### config.mk
export PLATFORM = sky130hd
export DESIGN_NAME = tilt_angle_step_counter_top_flat
export DESIGN_NICKNAME = d
export VERILOG_FILES = /design/src/tasc_pkg.sv /design/src/tasc_in_if.sv /design/src/tasc_out_if.sv /design/src/tasc_seq.sv /design/src/tasc_cordic_lane.sv /design/src/tasc_step.sv /design/src/tilt_angle_step_counter_top.sv /design/src/flat_wrapper.sv
export SDC_FILE = /design/constraint.sdc
export NUM_CORES = 2
export LEC_CHECK = 0
export ABC_AREA = 1
export BUFFER_PORTS_ARGS = -buffer_cell sky130_fd_sc_hd__clkbuf_2
export CAP_MARGIN = 20
export CORE_AREA = 2 2 246 248
export DETAILED_ROUTE_END_ITERATION = 8
export DIE_AREA = 0 0 248 250
export PLACE_DENSITY = 0.86
export SLEW_MARGIN = 40
export SYNTH_ARGS = -nofsm -noshare
export SYNTH_HDL_FRONTEND = slang
export SYNTH_SLANG_ARGS = --single-unit
### constraint.sdc
create_clock -name clk -period 6.1 [get_ports clk]
set_input_delay 0.305 -clock clk [delete_from_list [all_inputs] [get_ports clk]]
set_output_delay 0.305 -clock clk [all_outputs]
set_load 0.05 [all_outputs]
### src/tasc_pkg.sv
// Package for the tilt-angle step counter: widths, CORDIC constants,
// arctangent table and the sequencer-to-lane control struct.
// No dependencies.
`default_nettype none

package tasc_pkg;

  // Word field widths
  localparam int ACCEL_W = 16;
  localparam int ANGLE_W = 16;
  localparam int STEPS_W = 32;

  // Configuration port
  localparam int CFG_DATA_W = 32;
  localparam int CFG_ADDR_W = 2;
  localparam logic [CFG_ADDR_W-1:0] CFG_ADDR_THRESHOLD = CFG_ADDR_W'(0);
  localparam logic [ANGLE_W-1:0] THRESH_RESET = ANGLE_W'(256);

  // CORDIC
  localparam int CORDIC_ITERATIONS = 16;
  localparam int ATAN_TABLE_LEN = 24;
  localparam int CORDIC_STEPS = (CORDIC_ITERATIONS < ATAN_TABLE_LEN) ?
                                CORDIC_ITERATIONS : ATAN_TABLE_LEN;
  localparam int ITER_W = (CORDIC_STEPS > 1) ? $clog2(CORDIC_STEPS) : 1;
  localparam int TABLE_IDX_W = $clog2(ATAN_TABLE_LEN);

  // Datapath word: 17-bit magnitude, gain headroom, 16 fraction bits, sign
  localparam int FRAC_W = 16;
  localparam int DATA_W = 36;
  localparam int DIGIT_W = 12;
  localparam int NUM_DIGITS = DATA_W / DIGIT_W;
  localparam int DIGIT_IDX_W = (NUM_DIGITS > 1) ? $clog2(NUM_DIGITS) : 1;
  localparam int BIT_IDX_W = $clog2(DATA_W);

  // Angle accumulator: degrees * 2^16, two's complement
  localparam int ACC_W = 26;
  localparam int DEG_HALF = 180 * 65536;
  localparam int DEG_FULL = 360 * 65536;
  localparam int ROUND_HALF = 256;
  localparam int CONV_SHIFT = 9;
  localparam int CONV_W = ACC_W - CONV_SHIFT;
  localparam int FULL_TURN = 46080;

  // atan(2^-i) in degrees * 2^16, rounded to nearest
  localparam logic [ACC_W-1:0] ATAN_TABLE [ATAN_TABLE_LEN] = '{
    ACC_W'(2949120), ACC_W'(1740967), ACC_W'(919879), ACC_W'(466945),
    ACC_W'(234379),  ACC_W'(117304),  ACC_W'(58666),  ACC_W'(29335),
    ACC_W'(14668),   ACC_W'(7334),    ACC_W'(3667),   ACC_W'(1833),
    ACC_W'(917),     ACC_W'(458),     ACC_W'(229),    ACC_W'(115),
    ACC_W'(57),      ACC_W'(29),      ACC_W'(14),     ACC_W'(7),
    ACC_W'(4),       ACC_W'(2),       ACC_W'(1),      ACC_W'(0)
  };

  function automatic logic [ACC_W-1:0] atan_entry(input logic [TABLE_IDX_W-1:0] idx);
    return ATAN_TABLE[idx];
  endfunction

  // Sequencer control shared by both lanes
  typedef struct packed {
    logic                   load;
    logic                   run;
    logic                   first_digit;
    logic                   last_digit;
    logic                   fix;
    logic                   conv;
    logic [ITER_W-1:0]      iter;
    logic [BIT_IDX_W-1:0]   limit;   // highest bit position still holding old data
  } tasc_ctrl_t;

endpackage

`default_nettype wire

### src/tasc_in_if.sv
// Input channel interface: one accelerometer sample word.
// Depends on tasc_pkg.
`default_nettype none

interface tasc_in_if import tasc_pkg::*; ();
  logic                      valid;
  logic                      ready;
  logic signed [ACCEL_W-1:0] accel_x;
  logic signed [ACCEL_W-1:0] accel_y;
  logic signed [ACCEL_W-1:0] accel_z;

  modport source (output valid, output accel_x, output accel_y, output accel_z,
                  input ready);
  modport sink   (input valid, input accel_x, input accel_y, input accel_z,
                  output ready);
endinterface

`default_nettype wire

### src/tasc_out_if.sv
// Result channel interface: two tilt angles and the step count.
// Depends on tasc_pkg.
`default_nettype none

interface tasc_out_if import tasc_pkg::*; ();
  logic               valid;
  logic               ready;
  logic [ANGLE_W-1:0] tilt_xz;
  logic [ANGLE_W-1:0] tilt_yz;
  logic               step_taken;
  logic [STEPS_W-1:0] steps;

  modport source (output valid, output tilt_xz, output tilt_yz,
                  output step_taken, output steps, input ready);
  modport sink   (input valid, input tilt_xz, input tilt_yz,
                  input step_taken, input steps, output ready);
endinterface

`default_nettype wire

### src/tasc_seq.sv
// Sequencer: walks digits and CORDIC iterations, then finish and commit.
// Depends on tasc_pkg.
`default_nettype none

module tasc_seq import tasc_pkg::*; (
  input  wire logic clk,
  input  wire logic rst_n,
  input  wire logic in_valid,
  input  wire logic out_free,
  output logic      in_ready,
  output logic      commit,
  output tasc_ctrl_t ctrl
);

  localparam logic [2:0] S_IDLE = 3'd0;
  localparam logic [2:0] S_RUN  = 3'd1;
  localparam logic [2:0] S_FIX  = 3'd2;
  localparam logic [2:0] S_CONV = 3'd3;
  localparam logic [2:0] S_EVAL = 3'd4;

  localparam logic [BIT_IDX_W-1:0] LIMIT_TOP = BIT_IDX_W'(DATA_W - 1);

  logic [2:0]             state_r, state_nxt;
  logic [DIGIT_IDX_W-1:0] digit_r, digit_nxt;
  logic [ITER_W-1:0]      iter_r, iter_nxt;
  logic [BIT_IDX_W-1:0]   limit_r, limit_nxt;
  logic                   last_digit;
  logic                   load;

  assign last_digit = (digit_r == DIGIT_IDX_W'(NUM_DIGITS - 1));

  always_comb begin
    state_nxt = state_r;
    digit_nxt = digit_r;
    iter_nxt  = iter_r;
    limit_nxt = limit_r;
    in_ready  = 1'b0;
    commit    = 1'b0;
    load      = 1'b0;
    unique case (state_r)
      S_IDLE: begin
        in_ready = 1'b1;
        if (in_valid) begin
          load      = 1'b1;
          state_nxt = S_RUN;
          digit_nxt = '0;
          iter_nxt  = '0;
          limit_nxt = LIMIT_TOP;
        end
      end
      S_RUN: begin
        if (last_digit) begin
          digit_nxt = '0;
          limit_nxt = LIMIT_TOP;
          iter_nxt  = iter_r + ITER_W'(1);
          if (iter_r == ITER_W'(CORDIC_STEPS - 1)) begin
            state_nxt = S_FIX;
          end
        end else begin
          digit_nxt = digit_r + DIGIT_IDX_W'(1);
          limit_nxt = limit_r - BIT_IDX_W'(DIGIT_W);
        end
      end
      S_FIX:  state_nxt = S_CONV;
      S_CONV: state_nxt = S_EVAL;
      S_EVAL: begin
        if (out_free) begin
          commit    = 1'b1;
          state_nxt = S_IDLE;
        end
      end
      default: state_nxt = S_IDLE;
    endcase
  end

  always_ff @(posedge clk) begin
    if (!rst_n) begin
      state_r <= S_IDLE;
      digit_r <= '0;
      iter_r  <= '0;
      limit_r <= LIMIT_TOP;
    end else begin
      state_r <= state_nxt;
      digit_r <= digit_nxt;
      iter_r  <= iter_nxt;
      limit_r <= limit_nxt;
    end
  end

  always_comb begin
    ctrl.load        = load;
    ctrl.run         = (state_r == S_RUN);
    ctrl.first_digit = (digit_r == '0);
    ctrl.last_digit  = last_digit;
    ctrl.fix         = (state_r == S_FIX);
    ctrl.conv        = (state_r == S_CONV);
    ctrl.iter        = iter_r;
    ctrl.limit       = limit_r;
  end

endmodule

`default_nettype wire

### src/tasc_cordic_lane.sv
// Digit-serial vectoring CORDIC lane: atan2(b, a) in 1/128 degree.
// Depends on tasc_pkg; driven by tasc_seq control.
`default_nettype none

module tasc_cordic_lane import tasc_pkg::*; (
  input  wire logic                      clk,
  input  wire tasc_ctrl_t                ctrl,
  input  wire logic signed [ACCEL_W-1:0] accel_a,
  input  wire logic signed [ACCEL_W-1:0] accel_b,
  output logic [ANGLE_W-1:0]             angle
);

  localparam int EXT_W = DATA_W - (ACCEL_W + 1) - FRAC_W;

  // x and y rotate right one digit per cycle while running; new digits enter at the top
  logic [DATA_W-1:0]    x_r, y_r;
  logic                 xs_r, ys_r;     // signs at start of the iteration
  logic                 cx_r, cy_r;     // digit carries
  logic [ACC_W-1:0]     acc_r;
  logic                 zero_r;
  logic [ANGLE_W-1:0]   angle_r;

  logic                 a_neg;
  logic [ACCEL_W:0]     a_ext, b_ext, vx, vy;
  logic                 dir;            // 1: y >= 0, rotate clockwise
  logic [DIGIT_W-1:0]   xsh, ysh;       // digit of x >> i and y >> i
  logic [DIGIT_W-1:0]   xadd, yadd;
  logic                 cin_x, cin_y;
  logic [DIGIT_W:0]     sum_x, sum_y;
  logic [ACC_W-1:0]     tab;
  logic [ACC_W-1:0]     rnd;
  logic [CONV_W-1:0]    conv_raw, conv_wrap;

  assign a_neg = accel_a[ACCEL_W-1];
  assign a_ext = {accel_a[ACCEL_W-1], accel_a};
  assign b_ext = {accel_b[ACCEL_W-1], accel_b};
  assign vx    = a_neg ? (~a_ext + (ACCEL_W+1)'(1)) : a_ext;
  assign vy    = a_neg ? (~b_ext + (ACCEL_W+1)'(1)) : b_ext;

  assign dir = ~ys_r;

  // Shifted operand digits, sign-extended past the untouched part
  always_comb begin
    logic [BIT_IDX_W-1:0] p;
    p = '0;
    for (int t = 0; t < DIGIT_W; t++) begin
      p = BIT_IDX_W'(t) + BIT_IDX_W'(ctrl.iter);
      xsh[t] = (p <= ctrl.limit) ? x_r[p] : xs_r;
      ysh[t] = (p <= ctrl.limit) ? y_r[p] : ys_r;
    end
  end

  assign xadd  = dir ? ysh : ~ysh;
  assign yadd  = dir ? ~xsh : xsh;
  assign cin_x = ctrl.first_digit ? ~dir : cx_r;
  assign cin_y = ctrl.first_digit ? dir : cy_r;
  assign sum_x = {1'b0, x_r[DIGIT_W-1:0]} + {1'b0, xadd} + (DIGIT_W+1)'(cin_x);
  assign sum_y = {1'b0, y_r[DIGIT_W-1:0]} + {1'b0, yadd} + (DIGIT_W+1)'(cin_y);

  assign tab = atan_entry(TABLE_IDX_W'(ctrl.iter));

  // Final scaling to 1/128 degree with full-turn fold
  assign rnd       = acc_r + ACC_W'(ROUND_HALF);
  assign conv_raw  = rnd[ACC_W-1:CONV_SHIFT];
  assign conv_wrap = (conv_raw >= CONV_W'(FULL_TURN)) ?
                     (conv_raw - CONV_W'(FULL_TURN)) : conv_raw;

  always_ff @(posedge clk) begin
    if (ctrl.load) begin
      x_r    <= {{EXT_W{vx[ACCEL_W]}}, vx, {FRAC_W{1'b0}}};
      y_r    <= {{EXT_W{vy[ACCEL_W]}}, vy, {FRAC_W{1'b0}}};
      xs_r   <= vx[ACCEL_W];
      ys_r   <= vy[ACCEL_W];
      cx_r   <= 1'b0;
      cy_r   <= 1'b0;
      acc_r  <= a_neg ? ACC_W'(DEG_HALF) : '0;
      zero_r <= (accel_a == '0) && (accel_b == '0);
    end else if (ctrl.run) begin
      x_r  <= {sum_x[DIGIT_W-1:0], x_r[DATA_W-1:DIGIT_W]};
      y_r  <= {sum_y[DIGIT_W-1:0], y_r[DATA_W-1:DIGIT_W]};
      cx_r <= sum_x[DIGIT_W];
      cy_r <= sum_y[DIGIT_W];
      if (ctrl.last_digit) begin
        xs_r  <= sum_x[DIGIT_W-1];
        ys_r  <= sum_y[DIGIT_W-1];
        acc_r <= dir ? (acc_r + tab) : (acc_r - tab);
      end
    end else if (ctrl.fix) begin
      if (acc_r[ACC_W-1]) begin
        acc_r <= acc_r + ACC_W'(DEG_FULL);
      end
    end else if (ctrl.conv) begin
      angle_r <= zero_r ? '0 : ANGLE_W'(conv_wrap);
    end
  end

  assign angle = angle_r;

endmodule

`default_nettype wire

### src/tasc_step.sv
// Step decision: compares both angles against the stored reference,
// keeps the reference angles and the wrapping step total. Depends on tasc_pkg.
`default_nettype none

module tasc_step import tasc_pkg::*; (
  input  wire logic               clk,
  input  wire logic               rst_n,
  input  wire logic [ANGLE_W-1:0] tilt_xz,
  input  wire logic [ANGLE_W-1:0] tilt_yz,
  input  wire logic [ANGLE_W-1:0] thresh,
  input  wire logic               commit,
  output logic                    step,
  output logic [STEPS_W-1:0]      steps_after
);

  logic [ANGLE_W-1:0] ref_xz_r, ref_yz_r;
  logic [STEPS_W-1:0] total_r;
  logic [ANGLE_W-1:0] diff_xz, diff_yz;

  function automatic logic [ANGLE_W-1:0] abs_diff(input logic [ANGLE_W-1:0] p,
                                                  input logic [ANGLE_W-1:0] q);
    return (p > q) ? (p - q) : (q - p);
  endfunction

  assign diff_xz     = abs_diff(tilt_xz, ref_xz_r);
  assign diff_yz     = abs_diff(tilt_yz, ref_yz_r);
  assign step        = (diff_xz > thresh) && (diff_yz > thresh);
  assign steps_after = step ? (total_r + STEPS_W'(1)) : total_r;

  always_ff @(posedge clk) begin
    if (!rst_n) begin
      ref_xz_r <= '0;
      ref_yz_r <= '0;
      total_r  <= '0;
    end else if (commit && step) begin
      ref_xz_r <= tilt_xz;
      ref_yz_r <= tilt_yz;
      total_r  <= steps_after;
    end
  end

endmodule

`default_nettype wire

### src/tilt_angle_step_counter_top.sv
// Top level of the tilt-angle step counter: APB threshold register,
// sequencer, two CORDIC lanes, step unit and output register.
// Depends on tasc_pkg, tasc_in_if, tasc_out_if, tasc_seq, tasc_cordic_lane, tasc_step.
// Each word goes through accept, 16 iterations x 3 digits, fix, convert and commit;
// a new word is taken only after commit, and commit waits for a free output register.
// The pace is set by the 12-bit digit-serial CORDIC datapath, 3 digits per iteration.
// A finished word waits in the output register while the next sample is taken.
// Reset (rst_n low, synchronous) clears sequencer, output valid, reference angles,
// step total and sets the threshold to 256.
`default_nettype none

module tilt_angle_step_counter_top import tasc_pkg::*; (
  input  wire logic                  clk,
  input  wire logic                  rst_n,
  tasc_in_if.sink                    in_ch,
  tasc_out_if.source                 out_ch,
  input  wire logic                  cfg_psel,
  input  wire logic                  cfg_penable,
  input  wire logic                  cfg_pwrite,
  input  wire logic [CFG_ADDR_W-1:0] cfg_paddr,
  input  wire logic [CFG_DATA_W-1:0] cfg_pwdata,
  output logic [CFG_DATA_W-1:0]      cfg_prdata,
  output logic                       cfg_pready
);

  tasc_ctrl_t         ctrl;
  logic               commit;
  logic               out_free;
  logic [ANGLE_W-1:0] thresh_r;
  logic               cfg_wr;
  logic [ANGLE_W-1:0] tilt_xz, tilt_yz;
  logic               step;
  logic [STEPS_W-1:0] steps_after;

  logic               out_valid_r;
  logic [ANGLE_W-1:0] out_xz_r, out_yz_r;
  logic               out_step_r;
  logic [STEPS_W-1:0] out_steps_r;

  // ---- configuration port: single threshold register at offset 0
  assign cfg_pready = 1'b1;
  assign cfg_wr     = cfg_psel && cfg_penable && cfg_pwrite && cfg_pready &&
                      (cfg_paddr == CFG_ADDR_THRESHOLD);
  assign cfg_prdata = (cfg_paddr == CFG_ADDR_THRESHOLD) ? CFG_DATA_W'(thresh_r) : '0;

  always_ff @(posedge clk) begin
    if (!rst_n) begin
      thresh_r <= THRESH_RESET;
    end else if (cfg_wr) begin
      thresh_r <= cfg_pwdata[ANGLE_W-1:0];
    end
  end

  // ---- control: one sample in flight; commit waits for a free output register
  assign out_free = !out_valid_r || out_ch.ready;

  tasc_seq u_seq (
    .clk      (clk),
    .rst_n    (rst_n),
    .in_valid (in_ch.valid),
    .out_free (out_free),
    .in_ready (in_ch.ready),
    .commit   (commit),
    .ctrl     (ctrl)
  );

  // ---- two lanes share the sequencer: atan2(z,x) and atan2(z,y)
  tasc_cordic_lane u_lane_xz (
    .clk     (clk),
    .ctrl    (ctrl),
    .accel_a (in_ch.accel_x),
    .accel_b (in_ch.accel_z),
    .angle   (tilt_xz)
  );

  tasc_cordic_lane u_lane_yz (
    .clk     (clk),
    .ctrl    (ctrl),
    .accel_a (in_ch.accel_y),
    .accel_b (in_ch.accel_z),
    .angle   (tilt_yz)
  );

  // ---- step decision and reference update on commit
  tasc_step u_step (
    .clk         (clk),
    .rst_n       (rst_n),
    .tilt_xz     (tilt_xz),
    .tilt_yz     (tilt_yz),
    .thresh      (thresh_r),
    .commit      (commit),
    .step        (step),
    .steps_after (steps_after)
  );

  // ---- output register
  always_ff @(posedge clk) begin
    if (!rst_n) begin
      out_valid_r <= 1'b0;
    end else if (commit) begin
      out_valid_r <= 1'b1;
    end else if (out_ch.ready) begin
      out_valid_r <= 1'b0;
    end
  end

  always_ff @(posedge clk) begin
    if (commit) begin
      out_xz_r    <= tilt_xz;
      out_yz_r    <= tilt_yz;
      out_step_r  <= step;
      out_steps_r <= steps_after;
    end
  end

  assign out_ch.valid      = out_valid_r;
  assign out_ch.tilt_xz    = out_xz_r;
  assign out_ch.tilt_yz    = out_yz_r;
  assign out_ch.step_taken = out_step_r;
  assign out_ch.steps      = out_steps_r;

endmodule

`default_nettype wire

### src/flat_wrapper.sv
// flat-port wrapper written by rule: the top's interface ports become plain ports
module tilt_angle_step_counter_top_flat import tasc_pkg::*;
  (clk, rst_n, cfg_psel, cfg_penable, cfg_pwrite, cfg_paddr, cfg_pwdata, cfg_prdata, cfg_pready, in_ch_valid, in_ch_accel_x, in_ch_accel_y, in_ch_accel_z, in_ch_ready, out_ch_valid, out_ch_tilt_xz, out_ch_tilt_yz, out_ch_step_taken, out_ch_steps, out_ch_ready);
  tasc_in_if in_ch_i ();
  tasc_out_if out_ch_i ();
  input  wire logic clk;
  input  wire logic rst_n;
  input  wire logic cfg_psel;
  input  wire logic cfg_penable;
  input  wire logic cfg_pwrite;
  input  wire logic [CFG_ADDR_W-1:0] cfg_paddr;
  input  wire logic [CFG_DATA_W-1:0] cfg_pwdata;
  output logic [CFG_DATA_W-1:0] cfg_prdata;
  output logic cfg_pready;
  input wire logic [$bits(in_ch_i.valid)-1:0] in_ch_valid;
  input wire logic [$bits(in_ch_i.accel_x)-1:0] in_ch_accel_x;
  input wire logic [$bits(in_ch_i.accel_y)-1:0] in_ch_accel_y;
  input wire logic [$bits(in_ch_i.accel_z)-1:0] in_ch_accel_z;
  output wire logic [$bits(in_ch_i.ready)-1:0] in_ch_ready;
  output wire logic [$bits(out_ch_i.valid)-1:0] out_ch_valid;
  output wire logic [$bits(out_ch_i.tilt_xz)-1:0] out_ch_tilt_xz;
  output wire logic [$bits(out_ch_i.tilt_yz)-1:0] out_ch_tilt_yz;
  output wire logic [$bits(out_ch_i.step_taken)-1:0] out_ch_step_taken;
  output wire logic [$bits(out_ch_i.steps)-1:0] out_ch_steps;
  input wire logic [$bits(out_ch_i.ready)-1:0] out_ch_ready;
  assign in_ch_i.valid = in_ch_valid;
  assign in_ch_i.accel_x = in_ch_accel_x;
  assign in_ch_i.accel_y = in_ch_accel_y;
  assign in_ch_i.accel_z = in_ch_accel_z;
  assign in_ch_ready = in_ch_i.ready;
  assign out_ch_valid = out_ch_i.valid;
  assign out_ch_tilt_xz = out_ch_i.tilt_xz;
  assign out_ch_tilt_yz = out_ch_i.tilt_yz;
  assign out_ch_step_taken = out_ch_i.step_taken;
  assign out_ch_steps = out_ch_i.steps;
  assign out_ch_i.ready = out_ch_ready;
  tilt_angle_step_counter_top u_core (.clk(clk), .rst_n(rst_n), .in_ch(in_ch_i), .out_ch(out_ch_i), .cfg_psel(cfg_psel), .cfg_penable(cfg_penable), .cfg_pwrite(cfg_pwrite), .cfg_paddr(cfg_paddr), .cfg_pwdata(cfg_pwdata), .cfg_prdata(cfg_prdata), .cfg_pready(cfg_pready));
endmodule
# [Yosys cells after proc, flatten, opt, wreduce, memory -nomap -nowiden]
# Memory sizes are Yosys's and may differ from the RTL's.
# Cells that the tools add are included.
[word_totals] register_bits=399 mem_bits_ro=832 in_bits=89 mem_count=1
[classes] addsub=40 magnitude_cmp=31 n_eq_ne=11 muxes=219 bitwise=13 reduce_logical=30
[memory_table] memory="(name not given)" words=32 word_bits=26 read_ports=1 rd_ports_with_merged_regs=0 wr=0 line="tasc_pkg.sv:55" rtl="return ATAN_TABLE[idx];"
[ops] operator="$mux W26" count=14
[ops] operator="$mux W36" count=8
[ops] operator="$bmux W1 S6" count=44
[ops] operator="$mux W1" count=119
[ops] operator="$mux W16" count=5
[ops] operator="$lt A5 B7 Y1 const B" count=11
[ops] operator="$mux W17" count=4
[ops] operator="$le A5 B6 Y1" count=11
[ops] operator="$gt A16 B16 Y1" count=4
[ops] operator="$sub A16 B16 Y16" count=4
[ops] operator="$add A12 B12 Y13" count=4
[ops] operator="$add A13 B1 Y13" count=4
[ops] operator="$add A26 B25 Y26 const B" count=2
[ops] operator="$add A26 B26 Y26" count=2
[ops] operator="$add A26 B9 Y26 const B" count=2
[ops] operator="$sub A26 B26 Y26" count=2
[ops] operator="$add A17 B1 Y17 const B" count=3
[ops] operator="$not A17 Y17" count=3
[ops] operator="$logic_not A16 Y1" count=3
[ops] operator="$mux W12" count=4
[ops] operator="$mux W24" count=2
[ops] operator="$not A12 Y12" count=4
[ops] operator="$ge A17 B16 Y1 const B" count=2
[ops] operator="$add A32 B1 Y32 const B" count=1
[ops] operator="41 further kinds" count=82

# [Longest topological paths before layout]
[depth] ltp_word=11 ltp_mapped=33

# [Modules after synthesis]
# From an unflattened synthesis, not the netlist that was laid out.
[unflattened] cells_unflattened=6152 hier_area_um2=39729.4
[modules_own_cells] mod="tasc_cordic_lane at u_core.u_lane_xz" instances=1 cells_each=2177 area_each_um2=13879.6 seq_area_each_um2=3233.1
[modules_own_cells] mod="tasc_cordic_lane at u_core.u_lane_yz" instances=1 cells_each=2137 area_each_um2=13683.1 seq_area_each_um2=3233.1
[modules_own_cells] mod="tasc_step" instances=1 cells_each=1496 area_each_um2=8416.8 seq_area_each_um2=1281.2
[modules_own_cells] mod="tilt_angle_step_counter_top" instances=1 cells_each=230 area_each_um2=2991.6 seq_area_each_um2=2292.2
[modules_own_cells] mod="tasc_seq" instances=1 cells_each=112 area_each_um2=758.2 seq_area_each_um2=280.3

# [Least setup slack after synthesis]
# OpenSTA, ideal clock, no wires.
[synth_path] path_type="reg2reg" start="reg u_core.out_valid_r (netlist: u_core.out_ch.valid)" end="reg u_core.u_step.ref_xz_r[1]" setup_time_ps=116 arrival_ps=4610 required_time_ps=5984 setup_slack_ps=1374 stages_incl_launch_ff=9 n_path_buf=2 period_less_slack_ps=4726 cell_sequence="dfxtp_1 > inv_1 > nor2_1 > nor2_1 > nand4_1 > buf_2 > buf_2 > o21ai_0 > nor2_1"
[synth_between] elab_chain_cells=5
[synth_rtl] item="from (decl)" line="tilt_angle_step_counter_top.sv:35" rtl="logic out_valid_r;"
[synth_rtl] item="from (signal assigned)" line="tilt_angle_step_counter_top.sv:99" rtl="out_valid_r <= 1'b0;"
[synth_rtl] item="from (signal assigned)" line="tilt_angle_step_counter_top.sv:101" rtl="out_valid_r <= 1'b1;"
[synth_rtl] item="from (signal assigned)" line="tilt_angle_step_counter_top.sv:103" rtl="out_valid_r <= 1'b0;"
[synth_rtl] item="$logic_not A1 Y1" line="tilt_angle_step_counter_top.sv:55" rtl="assign out_free = !out_valid_r || out_ch.ready;"
[synth_rtl] item="$logic_or A1 B1 Y1" line="tilt_angle_step_counter_top.sv:55"
[synth_rtl] item="$mux W1" line="tasc_seq.sv:67" rtl="if (out_free) begin"
[synth_rtl] item="$mux W1" line="tasc_seq.sv:40" rtl="unique case (state_r)"
[synth_rtl] item="via u_core.commit" line="tilt_angle_step_counter_top.sv:27" rtl="logic commit;"
[synth_rtl] item="$logic_and A1 B1 Y1" line="tasc_step.sv:35" rtl="end else if (commit && step) begin"
[synth_rtl] item="to (signal assigned)" line="tasc_step.sv:36" rtl="ref_xz_r <= tilt_xz;"
[synth_rtl] item="to (decl)" line="tasc_step.sv:16" rtl="logic [ANGLE_W-1:0] ref_xz_r, ref_yz_r;"
# The timed path passes the listed nets, and every way through them passes these cells.
# A chain may end at the register's enable or synchronous reset.

# [Worst setup path after layout]
[layout_path] start="reg u_core.u_seq.iter_r[1]" end="reg u_core.u_lane_yz.y_r[34], data pin"
[layout_between] elab_chain_cells=10
[layout_rtl] item="from (decl)" line="tasc_seq.sv:25" rtl="logic [ITER_W-1:0] iter_r, iter_nxt;"
[layout_rtl] item="from (signal assigned)" line="tasc_seq.sv:85" rtl="iter_r <= iter_nxt;"
[layout_rtl] item="$add A1 B4 Y5 (tied with other cells)" line="tasc_cordic_lane.sv:47" rtl="p = BIT_IDX_W'(t) + BIT_IDX_W'(ctrl.iter);"
[layout_rtl] item="$bmux W1 S6" line="tasc_cordic_lane.sv:48" rtl="xsh[t] = (p <= ctrl.limit) ? x_r[p] : xs_r;"
[layout_rtl] item="$mux W1 (not written as such)" line="tasc_cordic_lane.sv:48"
[layout_rtl] item="$mux W1" line="tasc_cordic_lane.sv:48"
[layout_rtl] item="$not A12 Y12" line="tasc_cordic_lane.sv:54" rtl="assign yadd = dir ? ~xsh : xsh;"
[layout_rtl] item="$mux W12 *" line="tasc_cordic_lane.sv:54"
[layout_rtl] item="$add A12 B12 Y13 *" line="tasc_cordic_lane.sv:58" rtl="assign sum_y = {1'b0, y_r[DIGIT_W-1:0]} + {1'b0, yadd} + (DIGIT_W+1)'(cin_y);"
[layout_rtl] item="$add A13 B1 Y13 *" line="tasc_cordic_lane.sv:58"
[layout_rtl] item="$mux W36 *" line="tasc_cordic_lane.sv:78" rtl="end else if (ctrl.run) begin"
[layout_rtl] item="$mux W36 *" line="tasc_cordic_lane.sv:69" rtl="if (ctrl.load) begin"
[layout_rtl] item="to (signal assigned)" line="tasc_cordic_lane.sv:71" rtl="y_r <= {{EXT_W{vy[ACCEL_W]}}, vy, {FRAC_W{1'b0}}};"
[layout_rtl] item="to (signal assigned)" line="tasc_cordic_lane.sv:80" rtl="y_r <= {sum_y[DIGIT_W-1:0], y_r[DATA_W-1:DIGIT_W]};"
[layout_rtl] item="to (decl)" line="tasc_cordic_lane.sv:16" rtl="logic [DATA_W-1:0] x_r, y_r;"
# Every way passes the cells marked *; elsewhere a longest branch is shown, timed or not. The select of a mux whose other input is x is not followed.

==> run summary <==
The run finished with clean final reports. For this design the top-level I/O count stands at ~190. The instance count of the mapped netlist is 5556. The path class of the tightest hold or removal check is input port to flip-flop. The final critical path time including I/O delays and setup came out at 5.21 ns.

The pin count of the biggest net entering global routing came out at 257. The total congestion overflow is 0. Among the stages of the critical path, the cell type that occurs most often is nand2_1. The critical path is of the flip-flop to flip-flop type.

Among cell families on the critical path, the largest total delay comes from simple AND/OR/NAND/NOR gates. The floorplan step set the die height to 250 um. The cell taking the most area after synthesis is edfxtp_1. The cell area after technology mapping came out at 36600 sq um. STA classifies the critical path startpoint as a flip-flop. The setup violation total in the final timing report came out at 0. The sink count of the clock tree is 398.

For this run, the detailed router's first-pass iteration total came to 7. The leakage power summed over all cells came out at around 18 nW. TritonCTS built the clock tree. The total of hold buffers inserted after clock tree synthesis is 15. Along the worst path, the maximum fanout reaches 33.

Data arrives at the worst endpoint at around 5.6 ns. The path with the worst hold slack has its endpoint at u_core.thresh_r[4]$_SDFFE_PN0P_. For this configuration, the core starts out at a cell density of between 60% and 70%. STA puts the critical path data required time at 6.47 ns. The buffers plus inverters on the worst setup path is 6. The worst path setup slack after routing is between 0.8 and 0.9 ns. The antenna diode count came out at 0. The portion of the post-synthesis area used by sequential elements is 28.2%. The later pin in the worst-skew pair is clocked with a latency of 0.62 ns. The flop-to-flop setup slack came out at 0.89 ns. Of the post-synthesis cell area, the dominant cell type holds 19.3%. The worst setup path is captured at a flip-flop.

The number of flops mapped to enable cells by yosys came out at between 200 and 250. The total die area came out at 62000 sq um. For the pin with the worst max-slew slack, the measured transition is 0.901 ns.

The top cell types in the final layout, fill and taps aside, are 1548 x nand2_1, 611 x inv_1, 552 x nor2_1, 491 x o21ai_0, 324 x nand3_1. The floorplan step defined a core boundary enclosing 59600 sq um. Summed over all nets, the half-perimeter wirelength after detailed placement is 90600 um.

The endpoint identified for the worst register-to-register timing path is u_core.u_lane_yz.y_r[34]$_DFFE_PP_. The number of buffers on the longest clock path came out at 3. The library cell used most frequently in the layout, excluding fill and tap cells, is nand2_1. The root buffer cell chosen for the clock tree is clkbuf_16. For this run, the leading register cell type out of synthesis is edfxtp_1. The number of buffers inserted by post-CTS setup repair came out at 0. The number of placement rows came out at 90. The average detailed-routed wire length per instance is approximately 19 um. The delay of the slowest cell on the worst path is 0.45 ns. The setup total negative slack is 0 ns.

The number of warnings printed during yosys synthesis came out at 0. The initial antenna violation count is 1. The async set or reset register ratio after synthesis is 0%. The hold path depth came out at 3. After the first detailed-routing iteration, the DRC count stood at 4426.

The headroom to the max-slew limit came out at 39.7%. The number of cells on the worst reg-to-reg path is 29. The post-detailed-route count of antenna-violating nets came out at 0. The clock skew is 0.0259 ns. The synthesized netlist contains 67 unique library cells. The number of I/O port buffers came out at 155. The startpoint identified for the worst register-to-register timing path is u_core.u_seq.iter_r[1]$_SDFFE_PN0P_.

The share of the clock period used by the worst path is 85.4%. The maximum level of the CTS H-tree came out at 2. In the post-synthesis netlist, the biggest area contributors are edfxtp_1 19%, nand2_1 16%, ha_1 9.0%, dfxtp_1 8.9%, o21ai_0 6.7%. The global-route wire length before repair came out at 185000 um. The clock-pin transition on the worst setup and hold timing paths is approximately 0.060 ns. The slowest stage of the critical path belongs to the cell fa_1.

In the routed design, unresolved DRC markers number 0. At the end of routability-driven placement, the weighted congestion stood at 1.09. The via count of the routed design came out at around 38k. The total clock buffers created by CTS came out at 46. Wires add up to 120000 um. The ratio of routed vias to standard cells came out at 5.96. The global-route usage over all layers came out at 37.7%. The maximum frequency from static timing analysis is 192 MHz. Power spread over the standard cell area amounts to 521 nW/um^2.

The worst hold path begins at cfg_pwdata[4]. The average size of a mapped cell came out at 6.59 sq um. Max-cap violations in this run came to 0. From synthesis to final layout, the design area changed by 7.96%. The largest voltage drop on the vdd net is 0.000333 V. The number of resized instances in the post-cts repair step came out at 0. The die span in x came out at 248 um. Setup repair after global routing left no endpoint under its margin.

The worst slack at placement is 1.12 ns. The number of hold violations in the final report is 0. The final-stage net count came out at 5982. Synthesis inferred approximately 400 register bits.

The final count of pins violating max slew is 0. The via count of the first global-routing pass is around 35k. The share of final-layout standard cells stronger than drive strength 1 is 6.92%.
## worst reg2reg max path, delay by kind of cell, from the launching register on
| family | cells | cell delay (ns) |
|---|---|---|
| AOI/OAI and AO/OA | 3 | 0.41 |
| adders and majority gates | 4 | 1.45 |
| buffers and inverters | 6 | 0.93 |
| DFF | 1 | 0.43 |
| and+or+nand+nor | 16 | 1.76 |
## power by group
part / internal [W] / switching (W)
sequential: 0.00394 / 0.000727
combinational: 0.00398 / 0.00897
clock: 0.00174 / 0.00123
## sequential cells by signal, summed over array words and instances, names as in the netlist, 2 cells and up
register and cells:
u_core.u_seq.limit_r 5, u_core.u_step.ref_yz_r 16, u_core.u_step.total_r 32, u_core.out_ch.steps 32, u_core.out_ch.tilt_xz 16, u_core.u_lane_yz.x_r 36
u_core.u_lane_xz.acc_r 26, u_core.u_seq.iter_r 4, u_core.out_ch.tilt_yz 16, u_core.u_lane_yz.y_r 36, u_core.u_seq.state_r 3, u_core.u_seq.digit_r 2
u_core.u_lane_yz.angle 16, u_core.u_lane_yz.acc_r 26, u_core.u_lane_xz.y_r 36, u_core.thresh_r 16, u_core.u_step.ref_xz_r 16, u_core.u_lane_xz.angle 16
u_core.u_lane_xz.x_r 36
## through the flow
stage / hold slack (ns) / utilization [%] / power, W / instance area (sq um) / instances
2_1_floorplan: 0.445 / - / 0.0134 / 36600 / 5571
3_3_place_gp: 0.459 / 63.3 / 0.0168 / 37700 / 6330
3_5_place_dp: 0.471 / 63.3 / 0.0171 / 37700 / 6333
4_1_cts: 0.00734 / 66.3 / 0.0201 / 39500 / 6433
5_1_grt: 0.0365 / 66.3 / 0.0221 / 39500 / 6434
6_report: 0.0203 / 66.3 / 0.0206 / 39500 / 6434
## layout make-up
cell class	instances	area (sq um)
multi-input cells	4298	22700
fillers	5308	20100
flip-flops and latches	398	10300
inverters	636	2400
repair buffers	235	1470
clock buffers	58	1270
well taps	782	978
clock inverters	27	329
## Yosys cell counts, types with 9 or more instances
| cell | number |
|---|---|
| clkbuf_1 | 108 |
| buf_4 | 33 |
| or2_1 | 12 |
| ha_1 | 264 |
| o21ai_1 | 67 |
| o21ai_0 | 492 |
| xnor2_1 | 24 |
| or2_2 | 12 |
| nand3_1 | 324 |
| mux2i_1 | 26 |
| inv_1 | 611 |
| a21oi_1 | 310 |
| o21bai_1 | 28 |
| buf_2 | 67 |
| nand2_2 | 15 |
| a31oi_1 | 24 |
| inv_2 | 13 |
| buf_6 | 17 |
| nor2_2 | 20 |
| clkinv_1 | 10 |
| buf_1 | 13 |
| nand2_1 | 1551 |
| o22ai_1 | 70 |
| fa_1 | 14 |
| nand4_1 | 77 |
| o21a_1 | 9 |
| o211ai_1 | 90 |
| a21o_1 | 20 |
| nor2_1 | 554 |
| xor2_1 | 118 |
| dfxtp_1 | 163 |
| edfxtp_1 | 235 |
| nand3b_1 | 10 |
| nor3_1 | 70 |
## cell families (layout without fill, tap and decap cells)
| logic type | count (synthesis) | count (layout) | synth area share (%) |
|---|---|---|---|
| multiplexers | 26 | 26 | 0.711 |
| flip-flops | 398 | 398 | 28.2 |
| buffers and inverters | 875 | 956 | 9.91 |
| other | 2 | 17 | 0.0205 |
| adder cells (fa/ha/maj) | 278 | 278 | 9.79 |
| AO/OA/AOI/OAI | 1160 | 1160 | 17.7 |
| XOR/XNOR | 143 | 143 | 3.44 |
| AND/OR/NAND/NOR | 2674 | 2674 | 30.2 |
## how the worst max path moves through the flow
stage / start / to / slack [ns] / cells after the start
2_1_floorplan: u_core.out_ch.valid$_SDFFE_PN0P_ / u_core.u_step.ref_xz_r[1]$_SDFFE_PN0P_ / 1.37 / 8
3_3_place_gp: u_core.u_seq.iter_r[3]$_SDFFE_PN0P_ / u_core.u_lane_xz.y_r[35]$_DFFE_PP_ / 1.19 / 23
3_5_place_dp: u_core.u_seq.iter_r[3]$_SDFFE_PN0P_ / u_core.u_lane_xz.y_r[35]$_DFFE_PP_ / 1.12 / 23
4_1_cts: u_core.u_seq.iter_r[1]$_SDFFE_PN0P_ / u_core.u_lane_yz.y_r[34]$_DFFE_PP_ / 1.04 / 29
5_1_grt: u_core.u_seq.iter_r[0]$_SDFFE_PN0P_ / u_core.u_lane_xz.acc_r[23]$_DFFE_PP_ / 0.57 / 26
6_report: u_core.u_seq.iter_r[1]$_SDFFE_PN0P_ / u_core.u_lane_yz.y_r[34]$_DFFE_PP_ / 0.89 / 29
## layer usage
metal | wire length (um) | track usage, % | part of all wire (%) | up-vias
met2 | 53200 | 59.8 | 44 | 1972
li1 | - | - | - | 18600
met3 | 11600 | 6.54 | 9.7 | 417
met1 | 46500 | 47.7 | 39 | 17400
met5 | 0 | 0 | 0 | -
met4 | 8430 | 22.8 | 7.0 | 0
(Power assumes the default switching activity.)
